File: src/rtl/trr_pkg.sv
// ----------------------------------------------------------------------------
// trr_pkg
// Shared types and constants for the trace record resequencer.
// ----------------------------------------------------------------------------
package trr_pkg;

    localparam int CORE_SLOTS       = 16;
    localparam int MAX_RECORD_BYTES = 2048;

    localparam int OFF_W      = $clog2(MAX_RECORD_BYTES);
    localparam int CORE_IDX_W = (CORE_SLOTS > 1) ? $clog2(CORE_SLOTS) : 1;

    localparam logic [31:0] HEADER_MAGIC = 32'h5053_4600;
    localparam int          HEADER_LEN   = 32;
    localparam int          STAMP_LEN    = 28;
    localparam int          TABHDR_LEN   = 12;

    // record order
    typedef enum logic [2:0] {
        PH_HEADER,
        PH_STAMP,
        PH_TABHDR,
        PH_ENTRY,
        PH_EVENT
    } phase_t;

    // status codes reported on a record's last byte
    localparam logic [2:0] ST_OK          = 3'd0;
    localparam logic [2:0] ST_HDR_LEN     = 3'd1;
    localparam logic [2:0] ST_MAGIC       = 3'd2;
    localparam logic [2:0] ST_STAMP_LEN   = 3'd3;
    localparam logic [2:0] ST_TABHDR_LEN  = 3'd4;
    localparam logic [2:0] ST_ENTRY_LEN   = 3'd5;
    localparam logic [2:0] ST_SHORT_EVENT = 3'd6;
    localparam logic [2:0] ST_REJECTED    = 3'd7;

    typedef struct packed {
        logic [7:0] data_byte;
        logic       last_byte;
    } item_t;

    typedef struct packed {
        logic [7:0]  out_byte;
        logic        out_last;
        logic [2:0]  record_kind;
        logic [2:0]  status;
        logic        gap_found;
        logic [11:0] missing_count;
        logic [3:0]  gap_core;
    } result_t;

endpackage

File: src/rtl/trr_input_reg.sv
// ----------------------------------------------------------------------------
// trr_input_reg
// Input register: holds one accepted item until the engine takes it.
// ----------------------------------------------------------------------------
module trr_input_reg
    import trr_pkg::*;
(
    input  logic       aclk,
    input  logic       aresetn,
    input  logic       s_valid,
    output logic       s_ready,
    input  logic [7:0] s_data_byte,
    input  logic       s_last_byte,
    input  logic       take,
    output logic       item_valid,
    output item_t      item
);

    logic  valid_reg, valid_next;
    item_t item_reg, item_next;

    assign s_ready = !valid_reg || take;

    always_comb begin
        valid_next = valid_reg;
        item_next  = item_reg;
        if (s_valid && s_ready) begin
            valid_next          = 1'b1;
            item_next.data_byte = s_data_byte;
            item_next.last_byte = s_last_byte;
        end else if (take) begin
            valid_next = 1'b0;
        end
    end

    always_ff @(posedge aclk) begin
        if (!aresetn) begin
            valid_reg <= 1'b0;
        end else begin
            valid_reg <= valid_next;
        end
        item_reg <= item_next;
    end

    assign item_valid = valid_reg;
    assign item       = item_reg;

endmodule

File: src/rtl/trr_engine.sv
// ----------------------------------------------------------------------------
// trr_engine
// Record walker: length/magic checks, event gap check and count rewrite.
// ----------------------------------------------------------------------------
module trr_engine
    import trr_pkg::*;
(
    input  logic    aclk,
    input  logic    aresetn,
    input  logic    fire,
    input  item_t   item,
    output result_t result
);

    phase_t            phase_reg, phase_next;
    logic [OFF_W-1:0]  offset_reg, offset_next;
    logic              over_long_reg, over_long_next;
    logic [31:0]       gather_reg, gather_next;
    logic              magic_reg, magic_next;
    logic [15:0]       core_limit_reg, core_limit_next;
    logic [31:0]       slots_reg, slots_next;
    logic [31:0]       sym_len_reg, sym_len_next;
    logic [31:0]       state_cnt_reg, state_cnt_next;
    logic [31:0]       seen_reg, seen_next;
    logic [11:0]       gcount_reg, gcount_next;
    logic [7:0]        cnt_low_reg, cnt_low_next;
    logic              sticky_reg, sticky_next;
    logic [CORE_SLOTS-1:0] cvalid_reg, cvalid_next;

    logic [11:0]       last_cnt_mem [CORE_SLOTS];

    logic [7:0]            b;
    logic                  last;
    logic [OFF_W-1:0]      off;
    logic [31:0]           shifted;
    logic [31:0]           len32;
    logic [31:0]           expect_len;
    logic [3:0]            core;
    logic [CORE_IDX_W-1:0] core_idx;
    logic [11:0]           cnt;
    logic [11:0]           prev;
    logic [11:0]           diff;
    logic                  in_range;
    logic                  mem_we;
    logic                  fault;

    assign b          = item.data_byte;
    assign last       = item.last_byte;
    assign off        = offset_reg;
    assign shifted    = {b, gather_reg[31:8]};
    assign len32      = {{(32 - OFF_W){1'b0}}, off} + 32'd1;
    assign expect_len = ((state_cnt_reg + 32'd2) << 2) + sym_len_reg;
    assign core       = b[7:4];
    assign core_idx   = core[CORE_IDX_W-1:0];
    assign cnt        = {b[3:0], cnt_low_reg};
    assign prev       = last_cnt_mem[core_idx];
    assign diff       = cnt - prev;  // modulo 4096; zero means a full wrap
    assign in_range   = ({12'd0, core} < core_limit_reg) &&
                        ({1'b0, core} < 5'(CORE_SLOTS));

    always_comb begin
        phase_next     = phase_reg;
        gather_next    = gather_reg;
        magic_next     = magic_reg;
        core_limit_next = core_limit_reg;
        slots_next     = slots_reg;
        sym_len_next   = sym_len_reg;
        state_cnt_next = state_cnt_reg;
        seen_next      = seen_reg;
        gcount_next    = gcount_reg;
        cnt_low_next   = cnt_low_reg;
        cvalid_next    = cvalid_reg;
        sticky_next    = sticky_reg;
        mem_we         = 1'b0;
        fault          = 1'b0;

        result.out_byte      = b;
        result.out_last      = last;
        result.record_kind   = phase_reg;
        result.status        = ST_OK;
        result.gap_found     = 1'b0;
        result.missing_count = 12'd0;
        result.gap_core      = 4'd0;

        if (sticky_reg) begin
            if (last) begin
                result.status = ST_REJECTED;
            end
        end else begin
            case (phase_reg)
                PH_HEADER: begin
                    if (off < OFF_W'(4) || (off >= OFF_W'(12) && off < OFF_W'(16))) begin
                        gather_next = shifted;
                    end
                    if (off == OFF_W'(3)) begin
                        magic_next = (gather_next == HEADER_MAGIC);
                    end
                    if (last) begin
                        if (over_long_reg || off != OFF_W'(HEADER_LEN - 1)) begin
                            result.status = ST_HDR_LEN;
                            fault         = 1'b1;
                        end else if (!magic_reg) begin
                            result.status = ST_MAGIC;
                            fault         = 1'b1;
                        end else if (gather_next != 32'd0) begin
                            core_limit_next = gather_next[15:0];
                            cvalid_next     = '0;
                        end
                        phase_next = PH_STAMP;
                    end
                end
                PH_STAMP: begin
                    if (last) begin
                        if (over_long_reg || off != OFF_W'(STAMP_LEN - 1)) begin
                            result.status = ST_STAMP_LEN;
                            fault         = 1'b1;
                        end
                        phase_next = PH_TABHDR;
                    end
                end
                PH_TABHDR: begin
                    if (off < OFF_W'(12)) begin
                        gather_next = shifted;
                        if (off == OFF_W'(3)) begin
                            slots_next = shifted;
                        end else if (off == OFF_W'(7)) begin
                            sym_len_next = shifted;
                        end else if (off == OFF_W'(11)) begin
                            state_cnt_next = shifted;
                        end
                    end
                    if (last) begin
                        if (over_long_reg || off != OFF_W'(TABHDR_LEN - 1)) begin
                            result.status = ST_TABHDR_LEN;
                            fault         = 1'b1;
                        end
                        phase_next = PH_ENTRY;
                    end
                end
                PH_ENTRY: begin
                    if (last) begin
                        seen_next = seen_reg + 32'd1;
                        if (over_long_reg || len32 != expect_len) begin
                            result.status = ST_ENTRY_LEN;
                            fault         = 1'b1;
                        end
                        if (seen_next >= slots_reg) begin
                            phase_next = PH_EVENT;
                        end
                    end
                end
                default: begin
                    // event records
                    if (off == OFF_W'(2) && !last) begin
                        cnt_low_next    = b;
                        result.out_byte = gcount_reg[7:0];
                    end else if (off == OFF_W'(3)) begin
                        if (in_range) begin
                            if (cvalid_reg[core_idx] && diff != 12'd1) begin
                                result.gap_found     = 1'b1;
                                result.missing_count = diff - 12'd1;
                                result.gap_core      = core;
                            end
                            mem_we                = 1'b1;
                            cvalid_next[core_idx] = 1'b1;
                        end
                        result.out_byte = {b[7:4], gcount_reg[11:8]};
                        gcount_next     = gcount_reg + 12'd1;
                    end
                    if (last && !over_long_reg && off < OFF_W'(3)) begin
                        result.status = ST_SHORT_EVENT;
                    end
                end
            endcase
            if (fault) begin
                sticky_next = 1'b1;
            end
        end

        offset_next    = offset_reg;
        over_long_next = over_long_reg;
        if (last) begin
            offset_next    = '0;
            over_long_next = 1'b0;
        end else if (off < OFF_W'(MAX_RECORD_BYTES - 1)) begin
            offset_next = off + OFF_W'(1);
        end else begin
            over_long_next = 1'b1;
        end
    end

    always_ff @(posedge aclk) begin
        if (!aresetn) begin
            phase_reg      <= PH_HEADER;
            offset_reg     <= '0;
            over_long_reg  <= 1'b0;
            gather_reg     <= '0;
            magic_reg      <= 1'b0;
            core_limit_reg <= '0;
            slots_reg      <= '0;
            sym_len_reg    <= '0;
            state_cnt_reg  <= '0;
            seen_reg       <= '0;
            gcount_reg     <= '0;
            cnt_low_reg    <= '0;
            sticky_reg     <= 1'b0;
            cvalid_reg     <= '0;
        end else if (fire) begin
            phase_reg      <= phase_next;
            offset_reg     <= offset_next;
            over_long_reg  <= over_long_next;
            gather_reg     <= gather_next;
            magic_reg      <= magic_next;
            core_limit_reg <= core_limit_next;
            slots_reg      <= slots_next;
            sym_len_reg    <= sym_len_next;
            state_cnt_reg  <= state_cnt_next;
            seen_reg       <= seen_next;
            gcount_reg     <= gcount_next;
            cnt_low_reg    <= cnt_low_next;
            sticky_reg     <= sticky_next;
            cvalid_reg     <= cvalid_next;
        end
    end

    // per-core last counts, only read where the valid bit is set
    always_ff @(posedge aclk) begin
        if (fire && mem_we) begin
            last_cnt_mem[core_idx] <= cnt;
        end
    end

endmodule

File: src/rtl/trr_output_reg.sv
// ----------------------------------------------------------------------------
// trr_output_reg
// Result register on the m_ side.
// ----------------------------------------------------------------------------
module trr_output_reg
    import trr_pkg::*;
(
    input  logic    aclk,
    input  logic    aresetn,
    input  logic    load,
    input  result_t result,
    output logic    free,
    output logic    m_valid,
    input  logic    m_ready,
    output result_t m_result
);

    logic    valid_reg, valid_next;
    result_t result_reg, result_next;

    assign free = !valid_reg || m_ready;

    always_comb begin
        valid_next  = valid_reg;
        result_next = result_reg;
        if (load) begin
            valid_next  = 1'b1;
            result_next = result;
        end else if (m_ready) begin
            valid_next = 1'b0;
        end
    end

    always_ff @(posedge aclk) begin
        if (!aresetn) begin
            valid_reg <= 1'b0;
        end else begin
            valid_reg <= valid_next;
        end
        result_reg <= result_next;
    end

    assign m_valid  = valid_reg;
    assign m_result = result_reg;

endmodule

File: src/rtl/trace_record_resequencer.sv
// ----------------------------------------------------------------------------
// Path: input accept to result valid runs through the input register,
//   then the result register; one result per input byte.
// Throughput: one byte per cycle while m_ready keeps the result register
//   draining, set by the combinational record walker between the two registers.
// Reset: synchronous active-low aresetn clears all control state; the
//   per-core count store is not cleared, its valid bits are.
// ----------------------------------------------------------------------------
// trace_record_resequencer
// Walks header, timestamp, table header, table entries and events; checks
// lengths and magic, reports per-core event gaps and rewrites event counts.
// ----------------------------------------------------------------------------
module trace_record_resequencer
    import trr_pkg::*;
(
    input  logic        aclk,
    input  logic        aresetn,
    // input item channel
    input  logic        s_valid,
    output logic        s_ready,
    input  logic [7:0]  s_data_byte,
    input  logic        s_last_byte,
    // result item channel
    output logic        m_valid,
    input  logic        m_ready,
    output logic [7:0]  m_out_byte,
    output logic        m_out_last,
    output logic [2:0]  m_record_kind,
    output logic [2:0]  m_status,
    output logic        m_gap_found,
    output logic [11:0] m_missing_count,
    output logic [3:0]  m_gap_core
);

    logic    item_valid;
    item_t   item;
    logic    out_free;
    logic    fire;
    result_t result;
    result_t m_result;

    // an item moves on when the result register is empty or being drained;
    // while a result waits the input register still holds one item
    assign fire = item_valid && out_free;

    trr_input_reg u_input_reg (
        .aclk        (aclk),
        .aresetn     (aresetn),
        .s_valid     (s_valid),
        .s_ready     (s_ready),
        .s_data_byte (s_data_byte),
        .s_last_byte (s_last_byte),
        .take        (fire),
        .item_valid  (item_valid),
        .item        (item)
    );

    // record state lives here and only moves when an item is processed
    trr_engine u_engine (
        .aclk    (aclk),
        .aresetn (aresetn),
        .fire    (fire),
        .item    (item),
        .result  (result)
    );

    trr_output_reg u_output_reg (
        .aclk     (aclk),
        .aresetn  (aresetn),
        .load     (fire),
        .result   (result),
        .free     (out_free),
        .m_valid  (m_valid),
        .m_ready  (m_ready),
        .m_result (m_result)
    );

    assign m_out_byte      = m_result.out_byte;
    assign m_out_last      = m_result.out_last;
    assign m_record_kind   = m_result.record_kind;
    assign m_status        = m_result.status;
    assign m_gap_found     = m_result.gap_found;
    assign m_missing_count = m_result.missing_count;
    assign m_gap_core      = m_result.gap_core;

endmodule

File: config.mk
export PLATFORM = sky130hd
export DESIGN_NAME = trace_record_resequencer
export DESIGN_NICKNAME = d
export VERILOG_FILES = /design/src/rtl/trr_pkg.sv /design/src/rtl/trr_input_reg.sv /design/src/rtl/trr_engine.sv /design/src/rtl/trr_output_reg.sv /design/src/rtl/trace_record_resequencer.sv
export SDC_FILE = /design/constraint.sdc
export NUM_CORES = 1
export LEC_CHECK = 0
export BUFFER_PORTS_ARGS = -buffer_cell sky130_fd_sc_hd__buf_2
export CORE_UTILIZATION = 41
export DETAILED_ROUTE_END_ITERATION = 12
export SYNTH_ARGS = -nofsm -noshare
export SYNTH_HDL_FRONTEND = slang
export SYNTH_SLANG_ARGS = --single-unit
File: constraint.sdc
create_clock -name aclk -period 7.6 [get_ports aclk]
set_input_delay 0.76 -clock aclk [delete_from_list [all_inputs] [get_ports aclk]]
set_output_delay 0.76 -clock aclk [all_outputs]
set_load 0.01 [all_outputs]
==> run summary <==
status: finished, final reports clean
Seq/Total Area, Yosys: 0.499
gpl congestion: 0.925
Hold/Removal Path Class: in2reg
Die X: 241 microns
setup TNS: 0 ns
post-DP HPWL: 40400 microns
Register Area: 11700 sq um
synthesis-to-finish area growth: 11.6%
Tmin final: 5.33 ns
DR vias: 16600
CTS tree: yes
Final Util: 0.463
Worst Max-Slew Pin Slew: 1.26 ns
clock root buffer: clkbuf_16
Initial Util: 0.415
Post-Synthesis Cells: 2194
DRC: 0
largest net degree at the start of global routing: 127
core footprint: 56400 sq um
XOR/XNOR Fraction of Synth Area: 0.0513
die area: 58000 sq um
post-synthesis net count: 2295
Hold Vio Cnt, Final: 0
Skew-Pair Late Insertion Delay: 0.63 ns
LEAKAGE: 9.16 nW
WS Path Type: reg2reg
part of the power in registers: 0.499
Psw: 1.24 mW
post-detailed-route count of antenna-violating nets: 0
total gr overflow: 0
Worst EP arrival: 5.61 ns
CTS Buf Count: 52
Multi-input gate area: 11000 sq um
Fillers: 5257
fraction of registers with async set/reset: 0
flip-flop count of the largest register after layout: 192
Final setup viols: 0
# resized after CTS: 0
global-route wire length before repair: 93000 microns
internal power: 4.12 mW
Die Span Y: 241 microns
Final period util: 0.701
largest family of logic cells by synthesized area: simple AND/OR/NAND/NOR gates
Comb pwr share: 0.041
EDFF count, synth: 233
fmax: 0.188 GHz
Clock Skews: 0.0648 ns
Post-CTS Setup Bufs: 0
layout cell share with drive strength beyond 1: 0.117
fin nets: 2310
CP required: 7.89 ns
mux share of post-synthesis cell area: 0.0923
Ys Warns: 0
Post-Synth Simple-Gate Area: 0.164
CP endpoint: u_output_reg.m_result[11]$_SDFFCE_PP0P_
pwr dens: 205 nW/um^2
Sw Ratio: 0.231
Hold Buf Count CTS: 0
Max VDD drop: 184 uV
worst reg2reg path depth: 13
RSZ-0062 raised after global routing: no
First-pass DRT Iterations: 7
H-tree Lvls: 2
Distinct cells, synth: 67
Synth Area in Compound Gates: 0.114
clock share of power: 0.460
initial antenna violation count: 1
CTS Buffer Depth: 3
max_cap viols: 0
Reg2Reg Setup Slack: 2.27 ns
IO Pins: 47
Placement Rows: 87
Setup crit start kind: flop
gr usage total: 0.208
n_diodes: 0
final WL: 59400 microns
crit path capture type: flop
Post-Synth Adder-Cell Area: 0.0477
number of global-route vias before repair: 16500
r2r endpoint: u_output_reg.m_result[11]$_SDFFCE_PP0P_
largest register by flop count: u_engine.last_cnt_mem
CP max FO: 29
number of DRC markers in iteration 0: 1393
HP Start: s_last_byte
clk slew on worst S/H paths: 0.06 ns
flops & latches, synth: 466
Top FF cell, synth: edfxtp_1
Syn Area/Cell: 10.7 sq um
Max-slew headroom: 0.157
Slew Limit Fails: 0
Routed WL per cell: 19.8 microns
CTS Sinks: 466
routed vias/inst: 5.53
Mapped Area: 23400 sq um
count of input and output buffers: 46
==> worst max-delay path, cell delays in order, from the launching register on <==
cell	delay [ns]
dfxtp_4	0.72
mux4_2	0.57
mux4_2	0.48
inv_1	0.12
ha_1	0.23
nor2b_1	0.12
o21ai_0	0.21
a21oi_1	0.18
o41a_1	0.40
a2111oi_0	0.41
a211oi_1	0.13
or3_1	0.49
nor4_4	0.75
nor3_1	0.15
==> cells by family after synthesis <==
logic type      after synthesis
compound gates              391
simple gates                786
fa+ha+maj                    88
flops                       466
xor+xnor                    137
mux                         133
buf+inv                     193
==> power groups by stage <==
stage / Combinational [mW] / Clock, mW / Sequential (mW)
5_1_grt: 0.235 / 2.61 / 2.68
3_5_place_dp: 0.218 / 0 / 2.73
4_1_cts: 0.219 / 2.52 / 2.68
2_1_floorplan: 0.158 / 0 / 2.71
3_3_place_gp: 0.215 / 0 / 2.73
6_report: 0.217 / 2.46 / 2.67
==> routing by layer <==
layer,vias to the layer above,routed length [microns],global-route usage
met3,107,3170,0.0369
met2,417,28800,0.352
met1,8161,25900,0.272
met5,-,0,0
met4,0,1550,0.0631
li1,7945,-,-
==> through the flow <==
step	hold WS (ns)	cells	power [mW]	cell area (sq um)	setup slack, ns
after global routing	0.278	3007	5.53	26100	1.70
final	0.310	3007	5.36	26100	2.27
after floorplan	0.406	2194	2.87	23400	2.17
after global placement	0.443	2911	2.94	24400	2.32
after detailed placement	0.456	2911	2.95	24400	2.28
after CTS	0.275	3007	5.41	26100	2.22
==> layout by cell type, fill, tap and decap left out, drive strengths merged, types with 21 or more instances in the layout <==
cell / synthesis / layout
a21boi: 114 / 114
a21o: 22 / 22
a21oi: 73 / 73
and2: 42 / 42
and3: 27 / 27
buf: 13 / 77
clkbuf: 103 / 65
clkinv: 0 / 21
dfxtp: 233 / 233
edfxtp: 233 / 233
ha: 86 / 86
inv: 77 / 79
mux2i: 58 / 58
mux4: 65 / 65
nand2: 319 / 319
nand3: 48 / 48
nand4: 32 / 32
nor2: 113 / 113
nor2b: 57 / 57
nor3: 47 / 47
o21ai: 64 / 64
or3: 23 / 23
xnor2: 90 / 90
xor2: 47 / 47
==> synthesized netlist by cell type (48+ instances only) <==
master    count  area share
mux2i_1      58       0.025
nor2b_1      57       0.015
nand2_1     319       0.051
mux4_2       65       0.063
a21boi_0    114       0.037
dfxtp_1     233        0.20
inv_1        77       0.012
nand3_1      48       0.010
clkbuf_1    103       0.017
xnor2_1      90       0.034
ha_1         86       0.046
nor2_1      113       0.018
o21ai_0      63       0.013
edfxtp_1    233        0.30
a21oi_1      73       0.016
==> worst min path at each step <==
stage,endpoint,slack [ns],cells after the start
after floorplan,u_output_reg.m_result[21]$_DFFE_PP_,0.41,0
after global placement,u_engine.cvalid_reg[0]$_SDFFE_PN0P_,0.44,2
after detailed placement,u_engine.cvalid_reg[14]$_SDFFE_PN0P_,0.46,2
after CTS,u_input_reg.item[0]$_DFFE_PP_,0.27,1
after global routing,u_input_reg.item[0]$_DFFE_PP_,0.28,1
final,u_input_reg.item[0]$_DFFE_PP_,0.31,1
==> layout make-up <==
type,count,area share
clock buffers,65,0.0521
clock inverters,31,0.0121
inverters,77,0.0111
multi-input cells,1535,0.423
flip-flops and latches,466,0.447
well taps,756,0.0363
repair buffers,77,0.0178
Power figures use the tool's default switching activity.
